### config.mk
export PLATFORM = sky130hd
export DESIGN_NAME = sto_cell
export DESIGN_NICKNAME = d
export VERILOG_FILES = /design/src/rtl/sto_pkg.sv /design/src/rtl/sto_cell.sv
export SDC_FILE = /design/constraint.sdc
export NUM_CORES = 1
export LEC_CHECK = 0
export BUFFER_PORTS_ARGS = -buffer_cell sky130_fd_sc_hd__buf_2
export CORE_ASPECT_RATIO = 0.9
export CORE_MARGIN = 4
export CORE_UTILIZATION = 40
export CTS_BUF_LIST = sky130_fd_sc_hd__clkbuf_16
export CTS_CLUSTER_SIZE = 25
export DETAILED_ROUTE_END_ITERATION = 7
export HOLD_SLACK_MARGIN = 0.03
export PLACE_DENSITY = 0.76
export RECOVER_POWER = 50
export SETUP_SLACK_MARGIN = 0.4
export SYNTH_ARGS = -nofsm -noshare
export SYNTH_HDL_FRONTEND = slang
export SYNTH_SLANG_ARGS = --single-unit
### constraint.sdc
create_clock -name i_clk -period 4.3 [get_ports i_clk]
set_clock_uncertainty 0.15 [all_clocks]
set_input_delay 0.215 -clock i_clk [delete_from_list [all_inputs] [get_ports i_clk]]
set_output_delay 0.215 -clock i_clk [all_outputs]
set_load 0.005 [all_outputs]
### src/rtl/sto_pkg.sv
// shared constants and types for the strided tensor offset generator
package sto_pkg;
    localparam int NDIM       = 4;
    localparam int IDX_BITS   = 32;
    localparam int COORD_BITS = 16;
    localparam int OFF_BITS   = 50;
    localparam int CFG_IDX_BITS  = 3;
    localparam int CFG_DATA_BITS = 32;
    localparam int IN_DATA_BITS  = 96;
    localparam int OUT_DATA_BITS = 120;

    localparam int RANK_DEF        = 4;
    localparam int SIZE_BITS_DEF   = 16;
    localparam int STRIDE_BITS_DEF = 32;

    localparam logic [1:0] OP_LIN = 2'd0;
    localparam logic [1:0] OP_CRD = 2'd1;
    localparam logic [1:0] OP_MAT = 2'd2;
    localparam logic [1:0] OP_BAD = 2'd3;

    localparam logic [CFG_IDX_BITS-1:0] REG_SIZE0   = 3'd0;
    localparam logic [CFG_IDX_BITS-1:0] REG_SIZE1   = 3'd1;
    localparam logic [CFG_IDX_BITS-1:0] REG_SIZE2   = 3'd2;
    localparam logic [CFG_IDX_BITS-1:0] REG_SIZE3   = 3'd3;
    localparam logic [CFG_IDX_BITS-1:0] REG_STRIDE0 = 3'd4;
    localparam logic [CFG_IDX_BITS-1:0] REG_STRIDE1 = 3'd5;
    localparam logic [CFG_IDX_BITS-1:0] REG_STRIDE2 = 3'd6;
    localparam logic [CFG_IDX_BITS-1:0] REG_STRIDE3 = 3'd7;

    typedef struct packed {
        logic       vld;
        logic [1:0] op;
        logic       err;
    } t_ctl;
endpackage

### src/rtl/sto_cell.sv
// one restoring division step cell of the coordinate decomposition chain
module sto_cell #(
    parameter int SIZE_BITS = sto_pkg::SIZE_BITS_DEF,
    parameter int CW        = 16,
    parameter int DIM       = 3,
    parameter bit FIRST     = 1'b0
) (
    input  logic                          i_clk,
    input  logic                          i_rst_n,
    input  sto_pkg::t_ctl                 i_ctl,
    input  logic [sto_pkg::IDX_BITS-1:0]  i_q,
    input  logic [SIZE_BITS-1:0]          i_r,
    input  logic [CW-1:0]                 i_crd [sto_pkg::NDIM],
    input  logic [SIZE_BITS-1:0]          i_div,
    input  logic                          i_ready,
    output logic                          o_ready,
    output sto_pkg::t_ctl                 o_ctl,
    output logic [sto_pkg::IDX_BITS-1:0]  o_q,
    output logic [SIZE_BITS-1:0]          o_r,
    output logic [CW-1:0]                 o_crd [sto_pkg::NDIM]
);
    localparam int UP = (DIM < sto_pkg::NDIM - 1) ? DIM + 1 : DIM;

    sto_pkg::t_ctl                r_ctl;
    logic [sto_pkg::IDX_BITS-1:0] r_q, n_q;
    logic [SIZE_BITS-1:0]         r_r, n_r;
    logic [CW-1:0]                r_crd [sto_pkg::NDIM];
    logic [CW-1:0]                n_crd [sto_pkg::NDIM];
    logic [SIZE_BITS-1:0]         div_e;
    logic [SIZE_BITS-1:0]         r_start;
    logic [SIZE_BITS:0]           rs;
    logic [SIZE_BITS:0]           diff;
    logic                         ge;

    assign o_ready = !r_ctl.vld || i_ready;

    always_comb begin
        // matrix mode only decomposes over the two leading dimensions
        div_e   = (i_ctl.op == sto_pkg::OP_MAT && DIM >= 2) ? SIZE_BITS'(1) : i_div;
        r_start = FIRST ? '0 : i_r;
        rs      = {r_start, i_q[sto_pkg::IDX_BITS-1]};
        ge      = rs >= {1'b0, div_e};
        diff    = rs - {1'b0, div_e};
        n_r     = ge ? diff[SIZE_BITS-1:0] : rs[SIZE_BITS-1:0];
        n_q     = {i_q[sto_pkg::IDX_BITS-2:0], ge};
        n_crd   = i_crd;
        if (FIRST && DIM < sto_pkg::NDIM - 1 &&
            (i_ctl.op == sto_pkg::OP_LIN || i_ctl.op == sto_pkg::OP_MAT)) begin
            n_crd[UP] = CW'(i_r);
        end
    end

    always_ff @(posedge i_clk) begin
        if (!i_rst_n) begin
            r_ctl <= '0;
        end else if (o_ready) begin
            r_ctl <= i_ctl;
        end
    end

    always_ff @(posedge i_clk) begin
        if (o_ready) begin
            r_q   <= n_q;
            r_r   <= n_r;
            r_crd <= n_crd;
        end
    end

    assign o_ctl = r_ctl;
    assign o_q   = r_q;
    assign o_r   = r_r;
    assign o_crd = r_crd;
endmodule

==> results.toml, run 1 <==
[route]
via_count = 4133
drt-wirelength-per-cell_um = 19.0
drt_iter0_markers = 285
first_pass_iters = 4
routed_wl_mm = 16.1
vias_per_cell = 4.89
drc = 0
ant_nets = 0

[sta]
post-route-min-period_ps = 3640
setup_violations = 0
rsz0062_at_grt = "no"
relSlewSlack_pct = 30.4
final.setup.tns_ps = 0
fmax_mhz = 275
worst_pin_slew_ps = 1040
fin_crit_sh_pct = 84.6
setup_ws_ps = 663
finalHoldViolations = 0
finalMaxSlewViolations = 0

[clocking]
clock_path_buffers = 2
numCtsBuffers = 17
htreeDepth = 4
cts_sinks = 116
clk_latency_ps = 400
cts_tree = "done"
root_buffer = "clkbuf_16"
clk_pin_slew_ps = 50
post-cts-setup-buffers = 0
ctsHoldBuffers = 112
post_cts_resized = 0

[global_routing]
overflow = 0
grt.total_usage_pct = 23.3
grt_pass1_vias = 4376
grt_pass1_wl_mm = 23.8
grt_max_degree = 54
antenna_found_initial = 0

[logic_synthesis]
synth_top_flop_cell = "edfxtp_1"
ys_seq_elements = 116
synth_fp_nets = 453
synth-seq-area-share_pct = 73.4
async_flop_share_pct = 0
ys.warnings.count = 0
syn_avg_cell_area_um2 = 15.6
ys_types = 55
synthCells = 301
syn-cell-area_um2 = 4690
synth_edf_count = 112

[run_status]
status = "completed"

[floorplan]
design.die.area_um2 = 13500
die-width_um = 122
ioPinCount = 252
row_count = 37
die_h_um = 111
core_area_um2 = 11400
start_util_pct = 41.0

[final_layout]
drive_gt1_share_pct = 35.1
postLayoutCellArea_um2 = 7730
nNetsFinal = 829
area_growth_pct = 64.7
diodes = 0

[worst_setup_path]
ff2ff_setup_slack_ps = 2240
setup.worst_path.start_class = "input pin"
worst_r2r_path_depth = 4
critPathMaxFanout = 16
cp-end-kind = "register"
arrival_ps = 3710
timing.rr.end = "o_ctl[1]"
reg2reg_from = "o_ctl[3]"
crit_type = "input pin to register"
crit_required_ps = 4380

[placed_design]
io_buffer_count = 251
hpwl_mm = 10.0
gp_congestion = 0.862
dp_slack_ps = 827
dpl_cell_area_um2 = 6120

[pwr]
p_leak_nw = 3.34
irDropWorstVdd_mv = 0.195
power_density_nw_per_um2 = 412

[hold_path]
hold_path.class = "input pin to register"
hold_start = "i_q[31]"
hold_depth = 3
hold_end = "o_r[0]"

[job]
maxCapViolations = 0
routing by layer:
layer  track usage [%]  vias to the layer above  part of all wire [%]
li1                  -                     1922                     -
met1              26.1                     1979                    37
met2              41.2                      207                    52
met3              7.35                       25                   9.2
met4              8.36                        0                   2.1
met5                 0                        -                     0
critical path, stage by stage:
cell and delay, ps:
dlygate4sd3_1 540, buf_2 130, nand2b_1 480, nand2_1 120, ha_1 370, a21o_1 210, a21oi_2 230, a21boi_1 120
o21ai_1 810, a221oi_1 220, a311oi_1 250
cells in the mapped netlist (all sizes together) (2+ instances only):
cell type | n | share of area, %
edfxtp | 112 | 72
nand2 | 24 | 2.0
a21oi | 17 | 1.9
ha | 16 | 4.3
o21ai | 14 | 1.6
inv | 13 | 1.1
nand3 | 12 | 1.3
nor3 | 10 | 1.1
nor2 | 7 | 0.72
nor2b | 6 | 0.80
xnor2 | 5 | 0.93
a21boi | 4 | 0.88
a21o | 4 | 0.64
and3 | 4 | 0.64
buf | 4 | 0.69
clkbuf | 4 | 0.35
dfxtp | 4 | 1.7
nand2b | 4 | 0.53
o31ai | 4 | 0.64
mux2i | 3 | 0.64
nor4 | 3 | 0.72
a31oi | 2 | 0.40
nand4 | 2 | 0.27
o211a | 2 | 0.43
o21a | 2 | 0.32
o21bai | 2 | 0.32
xor2 | 2 | 0.37
cell families (layout without fill, tap and decap cells):
group           count (synthesis)  in the layout  share of synthesized area, %
flops                         116            116                          73.4
simple gates                   74             74                          8.32
compound gates                 62             62                          9.20
buf+inv                        21            410                          2.13
fa+ha+maj                      17             17                          4.69
xor+xnor                        7              7                          1.31
mux                             4              4                         0.960
state kept, by name (all words and copies together) (netlist names):
name   count
o_q       32
o_crd     64
o_r       16
o_ctl      4
layout by cell type (no fill, tap or decap), types with 12 or more instances in the layout:
master and count:
a21oi_1 16, inv_1 13, edfxtp_1 112, ha_1 16
clkbuf_16 17, clkbuf_1 54, nand2_1 23, dlygate4sd3_1 112
o21ai_0 12, buf_2 192, nand3_1 12
layout make-up:
type                       count  area [µm²]
fill                         832        3710
sequential                   116        3440
timing repair buffer         365        2320
multi-input combinational    164        1160
clock buffer                  17         425
tap                          156         195
clock inverter                15         133
inverter                      13        51.3
power breakdown:
group / switching [W] / internal (W) / total (W)
clock: 0.000524 / 0.000797 / 0.00132
sequential: 0.0000308 / 0.00136 / 0.00139
combinational: 0.000239 / 0.000237 / 0.000476
total: 0.000793 / 0.00239 / 0.00318
through the flow:
step	total power (W)	std cells	utilization [%]	hold WS, ps
finish	0.00318	846	67.6	71.0
global route	0.00332	846	67.6	84.4
CTS	0.00321	846	68.2	57.7
detailed placement	0.00180	702	53.5	243
global placement	0.00179	702	53.5	242
floorplan	0.00159	301	-	164
worst max-delay path by stage:
| stage | cells past startpoint | startpoint | slack, ps | end |
|---|---|---|---|---|
| 2_1_floorplan | 12 | i_ctl[1] | 1400 | o_r[4] |
| 3_3_place_gp | 10 | i_ctl[1] | 930 | o_r[12] |
| 3_5_place_dp | 10 | i_ctl[1] | 830 | o_r[12] |
| 4_1_cts | 11 | i_ctl[2] | 760 | o_r[12] |
| 5_1_grt | 11 | i_ctl[2] | 490 | o_r[12] |
| 6_report | 11 | i_ctl[2] | 660 | o_r[12] |
Power figures use the tool's default switching activity.
==> run 2: changes to the inputs <==
--- a/config.mk
+++ b/config.mk
@@ -5,15 +5,16 @@
 export SDC_FILE = /design/constraint.sdc
 export NUM_CORES = 1
 export LEC_CHECK = 0
+export ABC_AREA = 1
 export BUFFER_PORTS_ARGS = -buffer_cell sky130_fd_sc_hd__buf_2
 export CORE_ASPECT_RATIO = 0.9
 export CORE_MARGIN = 4
-export CORE_UTILIZATION = 40
+export CORE_UTILIZATION = 41
 export CTS_BUF_LIST = sky130_fd_sc_hd__clkbuf_16
 export CTS_CLUSTER_SIZE = 25
 export DETAILED_ROUTE_END_ITERATION = 7
 export HOLD_SLACK_MARGIN = 0.03
-export PLACE_DENSITY = 0.76
+export PLACE_DENSITY = 0.77
 export RECOVER_POWER = 50
 export SETUP_SLACK_MARGIN = 0.4
 export SYNTH_ARGS = -nofsm -noshare
==> constraint.sdc (replaced) <==
create_clock -name i_clk -period 3.2 [get_ports i_clk]
set_clock_uncertainty 0.15 [all_clocks]
set_input_delay 0.16 -clock i_clk [delete_from_list [all_inputs] [get_ports i_clk]]
set_output_delay 0.16 -clock i_clk [all_outputs]
set_load 0.005 [all_outputs]
==> results.toml, run 2 <==
[placed_design]
gp_congestion = 0.930
hpwl_mm = 10.7
dp_slack_ps = 443
io_buffer_count = 251

[sta]
setup_ws_ps = 843
fmax_mhz = 424
fin_crit_sh_pct = 73.6
relSlewSlack_pct = 43.2
finalHoldViolations = 0
worst_pin_slew_ps = 852
post-route-min-period_ps = 2360
rsz0062_at_grt = "no"
setup_violations = 0
final.setup.tns_ps = 0
finalMaxSlewViolations = 0

[global_routing]
grt_max_degree = 70
overflow = 0
antenna_found_initial = 1
grt_pass1_vias = 4672
grt_pass1_wl_mm = 25.6
grt.total_usage_pct = 25.2

[clocking]
clk_pin_slew_ps = 50
root_buffer = "clkbuf_16"
htreeDepth = 4
clk_latency_ps = 400
cts_tree = "done"
cts_sinks = 116
numCtsBuffers = 17
clock_path_buffers = 2
post-cts-setup-buffers = 0

[final_layout]
layout_common_cells = "166 x buf_2, 135 x nand2_1, 119 x dlygate4sd3_1"
fin_util_pct = 68.7
mostFrequentLayoutCell = "buf_2"
fill_cells = 916
largest_reg_flops = 64
area_growth_pct = 63.2
drive_gt1_share_pct = 25.7
nNetsFinal = 943

[worst_setup_path]
critPathMaxFanout = 15
critPathMostFrequentCell = "nand2_1"
cp_cell_sequence = "buf_2 -> inv_1 -> nor2_1 -> inv_1 -> nand2_1 -> ha_1 -> nand2_2 -> inv_1 -> nand2_1 -> nand2_1 -> inv_1 -> nand3_1 -> nand2_1 -> nand2_2 -> inv_1 -> nand2_1 -> nand2_1"
arrival_ps = 2490
cp-endpoint = "o_r[8]"
crit_slowest_cell = "inv_1"
timing.rr.end = "o_ctl[2]"
reg2reg_from = "o_ctl[3]"
crit_required_ps = 3330
crit_type = "input pin to register"
critPathLaunch = "i_ctl[2]"
slowest_delay_ps = 390
worst_r2r_path_depth = 7
ff2ff_setup_slack_ps = 910
cp-end-kind = "register"
setup.worst_path.start_class = "input pin"

[hold_path]
hold_path.class = "input pin to register"

[logic_synthesis]
async_flop_share_pct = 0
syn-cell-area_um2 = 4830
synth_top_flop_cell = "edfxtp_1"
ys_seq_elements = 116
synth-seq-area-share_pct = 71.2
synth_top_cells_by_count = "135 x nand2_1, 112 x edfxtp_1, 50 x inv_1, 23 x nor2_1, 18 x nand3_1"
synth_top_area_share_pct = 69.6
syn_avg_cell_area_um2 = 12.0
yosysMostFrequentCell = "nand2_1"
synth_edf_count = 112
synthCells = 403
ys.warnings.count = 0
ys_types = 25
synth_fp_nets = 555
yosys-top-cells-area = "edfxtp_1 70%, nand2_1 10%, ha_1 4.1%"
synth.largest_area_cell = "edfxtp_1"

[floorplan]
design.die.area_um2 = 13600
die-width_um = 122
die_h_um = 111
core_area_um2 = 11500
row_count = 37
ioPinCount = 252
start_util_pct = 42.1

[job]
maxCapViolations = 0

[pwr]
power_density_nw_per_um2 = 538
p_leak_nw = 3.64
irDropWorstVdd_mv = 0.347

[route]
via_count = 4448
vias_per_cell = 4.64
drt-wirelength-per-cell_um = 17.8
ant_nets = 0
first_pass_iters = 4
routed_wl_mm = 17.0
drt_iter0_markers = 315
drc = 0

[run_status]
status = "completed"
[run 2: cell types whose count changed after synthesis, sizes merged, moves of 6 or more]
cell / previous run / this run
a21oi: 17 / 10
nor2b: 6 / 0
nand2: 24 / 137
nor3: 10 / 2
inv: 13 / 50
nor2: 7 / 25
o21ai: 14 / 5
nand3: 12 / 19
[run 2: what timing repair did]
item,CTS,global route
hold endpoints to repair,115,0
setup endpoints to repair,0,0
hold buffers,119,0
resized for setup,0,0
[run 2: power breakdown]
group / switching (W) / internal (W) / leakage (nW)
clock network: 0.000660 / 0.00104 / 0.269
registers: 0.0000412 / 0.00183 / 1.19
logic: 0.000362 / 0.000317 / 2.18
total: 0.00106 / 0.00318 / 3.64
[run 2: worst max-delay path, delay by kind of cell]
kind	cells	cell delay, ps
adders and majority gates	1	370
and+or+nand+nor	10	920
buffers and inverters	6	1040
[run 2: layer usage]
| metal | global-route usage, % | vias to the layer above | routed length [µm] |
|---|---|---|---|
| met5 | 0 | - | 0 |
| met4 | 10.2 | 0 | 659 |
| met3 | 8.72 | 45 | 1480 |
| met2 | 44.5 | 207 | 8620 |
| met1 | 27.4 | 2064 | 6270 |
| li1 | - | 2132 | - |
[run 2: cell families (layout without fill, tap and decap cells)]
kind of cell               Yosys count  in the layout  share of synthesized area [%]
and+or+nand+nor                    193            193                           16.4
buffers and inverters               54            453                           4.84
DFF                                116            116                           71.2
other                                0              1                              0
AOI/OAI and AO/OA                   17             17                           1.86
adders and majority gates           17             17                           4.56
xor gates and xnor gates             6              6                           1.09
[run 2: cell type report]
type                            count  area (µm²)  area share, %
Timing Repair Buffer              373        2370           30.0
Clock buffer                       17         425           5.39
Sequential cell                   116        3440           43.7
Inverter                           50         191           2.43
Tap cell                          156         195           2.48
Clock inverter                     13        98.8           1.25
Multi-Input combinational cell    233        1160           14.8
Antenna cell                        1        2.50         0.0317
[run 2: how the worst min path moves through the flow]
stage	start	endpoint	depth (start not counted)
2_1_floorplan	i_crd[0]	o_crd[0]	0
3_5_place_dp	i_crd[31]	o_crd[31]	1
5_1_grt	i_crd[41]	o_crd[41]	2
6_report	i_div[0]	o_r[0]	6
3_3_place_gp	i_q[24]	o_q[25]	1
4_1_cts	i_div[0]	o_r[0]	6
[run 2: stage by stage]
stage	total power [W]	instances	cell area [µm²]	hold WS [ps]
floorplan	0.00217	403	4840	109
detailed placement	0.00246	809	6270	188
finish	0.00425	959	7890	247
CTS	0.00425	958	7990	236
global placement	0.00244	809	6270	187
global route	0.00443	959	7890	295
==> run 3: changes to the inputs <==
--- a/config.mk
+++ b/config.mk
@@ -14,7 +14,7 @@
 export CTS_CLUSTER_SIZE = 25
 export DETAILED_ROUTE_END_ITERATION = 7
 export HOLD_SLACK_MARGIN = 0.03
-export PLACE_DENSITY = 0.77
+export PLACE_DENSITY = 0.74
 export RECOVER_POWER = 50
 export SETUP_SLACK_MARGIN = 0.4
 export SYNTH_ARGS = -nofsm -noshare
==> constraint.sdc (replaced) <==
create_clock -name i_clk -period 2.4 [get_ports i_clk]
set_clock_uncertainty 0.15 [all_clocks]
set_input_delay 0.12 -clock i_clk [delete_from_list [all_inputs] [get_ports i_clk]]
set_output_delay 0.12 -clock i_clk [all_outputs]
set_load 0.005 [all_outputs]
==> results.toml, run 3 (synthesized netlist as in run 2, its figures left out) <==
[run_status]
status = "completed"

[final_layout]
largest_reg_flops = 64
nNetsFinal = 955
drive_gt1_share_pct = 33.2
layout_common_cells = "172 x buf_2, 118 x dlygate4sd3_1, 116 x nand2_1"
mostFrequentLayoutCell = "buf_2"
fin_util_pct = 72.8
area_growth_pct = 72.9

[worst_setup_path]
timing.rr.end = "o_ctl[2]"
critPathMaxFanout = 6
critPathLaunch = "i_r[1]"
crit_required_ps = 2410
slowest_delay_ps = 530
worst_r2r_path_depth = 7
cp_cell_sequence = "dlygate4sd3_1 -> buf_2 -> ha_4 -> nand2_1 -> nor2_2 -> nand3_1 -> nor2_2 -> nor2_2 -> nand2_4 -> buf_6 -> o21ai_0"
cp-end-kind = "register"
critPathMostFrequentCell = "nor2_2"
ff2ff_setup_slack_ps = 470
crit_type = "input pin to register"
arrival_ps = 1990
crit_slowest_cell = "dlygate4sd3_1"
setup.worst_path.start_class = "input pin"
cp-endpoint = "o_r[1]"
reg2reg_from = "o_ctl[3]"

[pwr]
irDropWorstVdd_mv = 0.538
p_leak_nw = 3.79
power_density_nw_per_um2 = 704

[floorplan]
ioPinCount = 252
die-width_um = 122
start_util_pct = 42.1
design.die.area_um2 = 13600
row_count = 37
core_area_um2 = 11500
die_h_um = 111

[clocking]
clk_latency_ps = 410
htreeDepth = 4
numCtsBuffers = 17
clk_pin_slew_ps = 60
cts_sinks = 116
clock_path_buffers = 2
cts_tree = "done"
root_buffer = "clkbuf_16"

[sta]
worst_pin_slew_ps = 348
finalMaxSlewViolations = 0
relSlewSlack_pct = 76.8
fin_crit_sh_pct = 82.3
fmax_mhz = 506
finalHoldViolations = 0
setup_violations = 0
rsz0062_at_grt = "yes"
final.setup.tns_ps = 0
post-route-min-period_ps = 1980

[placed_design]
hpwl_mm = 10.8
gp_congestion = 0.864
io_buffer_count = 251

[global_routing]
met1_usage_pct = 27.5
overflow = 0
antenna_found_initial = 1
grt_pass1_vias = 4801
grt.total_usage_pct = 25.4
grt_max_degree = 70
use_met3_pct = 7.40
grt.met2_usage_pct = 46.7
grt_pass1_wl_mm = 25.8
busiest_layer = "met2"

[hold_path]
hold_path.class = "input pin to register"

[job]
maxCapViolations = 0

[route]
routed_wl_mm = 17.9
drt_iter0_markers = 283
via_count = 4631
first_pass_iters = 5
vias_per_cell = 4.76
drc = 0
ant_nets = 0
drt-wirelength-per-cell_um = 18.4
[run 3: changes by cell type in the layout (fill, tap and decap cells not counted), moves of 6 or more]
cell / before / now
nand2_1: 135 / 116
nand2_2: 2 / 15
ha_1: 16 / 4
ha_4: 0 / 12
buf_4: 3 / 10
nor2_1: 22 / 15
buf_2: 166 / 172
clkbuf_1: 81 / 75
nand2_4: 0 / 6
nor2_2: 2 / 8
[run 3: report_power, final]
group / internal [W] / switching [W]
Sequential: 0.00243 / 0.0000601
Combinational: 0.000508 / 0.000533
Clock: 0.00149 / 0.000854
Total: 0.00443 / 0.00145
[run 3: layer usage]
metal	part of all wire, %	wire [µm]
met1	37	6550
met2	53	9430
met3	8.2	1470
met4	2.5	452
met5	0	0
[run 3: timing repair]
action                                  CTS  global route
endpoints found under the setup margin    0            17
hold buffers                            119             0
endpoints found under the hold margin   115             0
buffers inserted                          0             4
gates resized for setup                   0            36
[run 3: layout make-up]
cell class	instances	area, µm²
antenna	1	2.50
clock buffer	17	425
clock inverter	15	125
fill	808	3130
inverter	50	199
multi-input combinational	233	1440
sequential	116	3440
tap	156	195
timing repair buffer	385	2530
[run 3: critical path, delay by kind of cell]
kind | cells | cell delay, ps
fa+ha+maj | 1 | 300
compound gates | 1 | 80
buf+inv | 3 | 820
simple gates | 6 | 670
[run 3: worst min path at each step]
stage,startpoint,end,cells after the start
2_1_floorplan,i_crd[0],o_crd[0],0
3_3_place_gp,i_q[13],o_q[14],1
3_5_place_dp,i_crd[57],o_crd[57],1
4_1_cts,i_r[4],o_r[5],5
5_1_grt,i_r[9],o_r[10],4
6_report,i_r[9],o_r[10],4
[run 3: metrics by stage]
stage	power, W	std cells	hold WS, ps	setup WS [ps]	area [µm²]
finish	0.00588	973	79.8	424	8360
global placement	0.00333	815	147	48.9	6520
floorplan	0.00293	403	68.9	-354	5040
detailed placement	0.00335	815	148	57.3	6520
CTS	0.00583	966	190	411	8260
global route	0.00612	973	105	362	8360
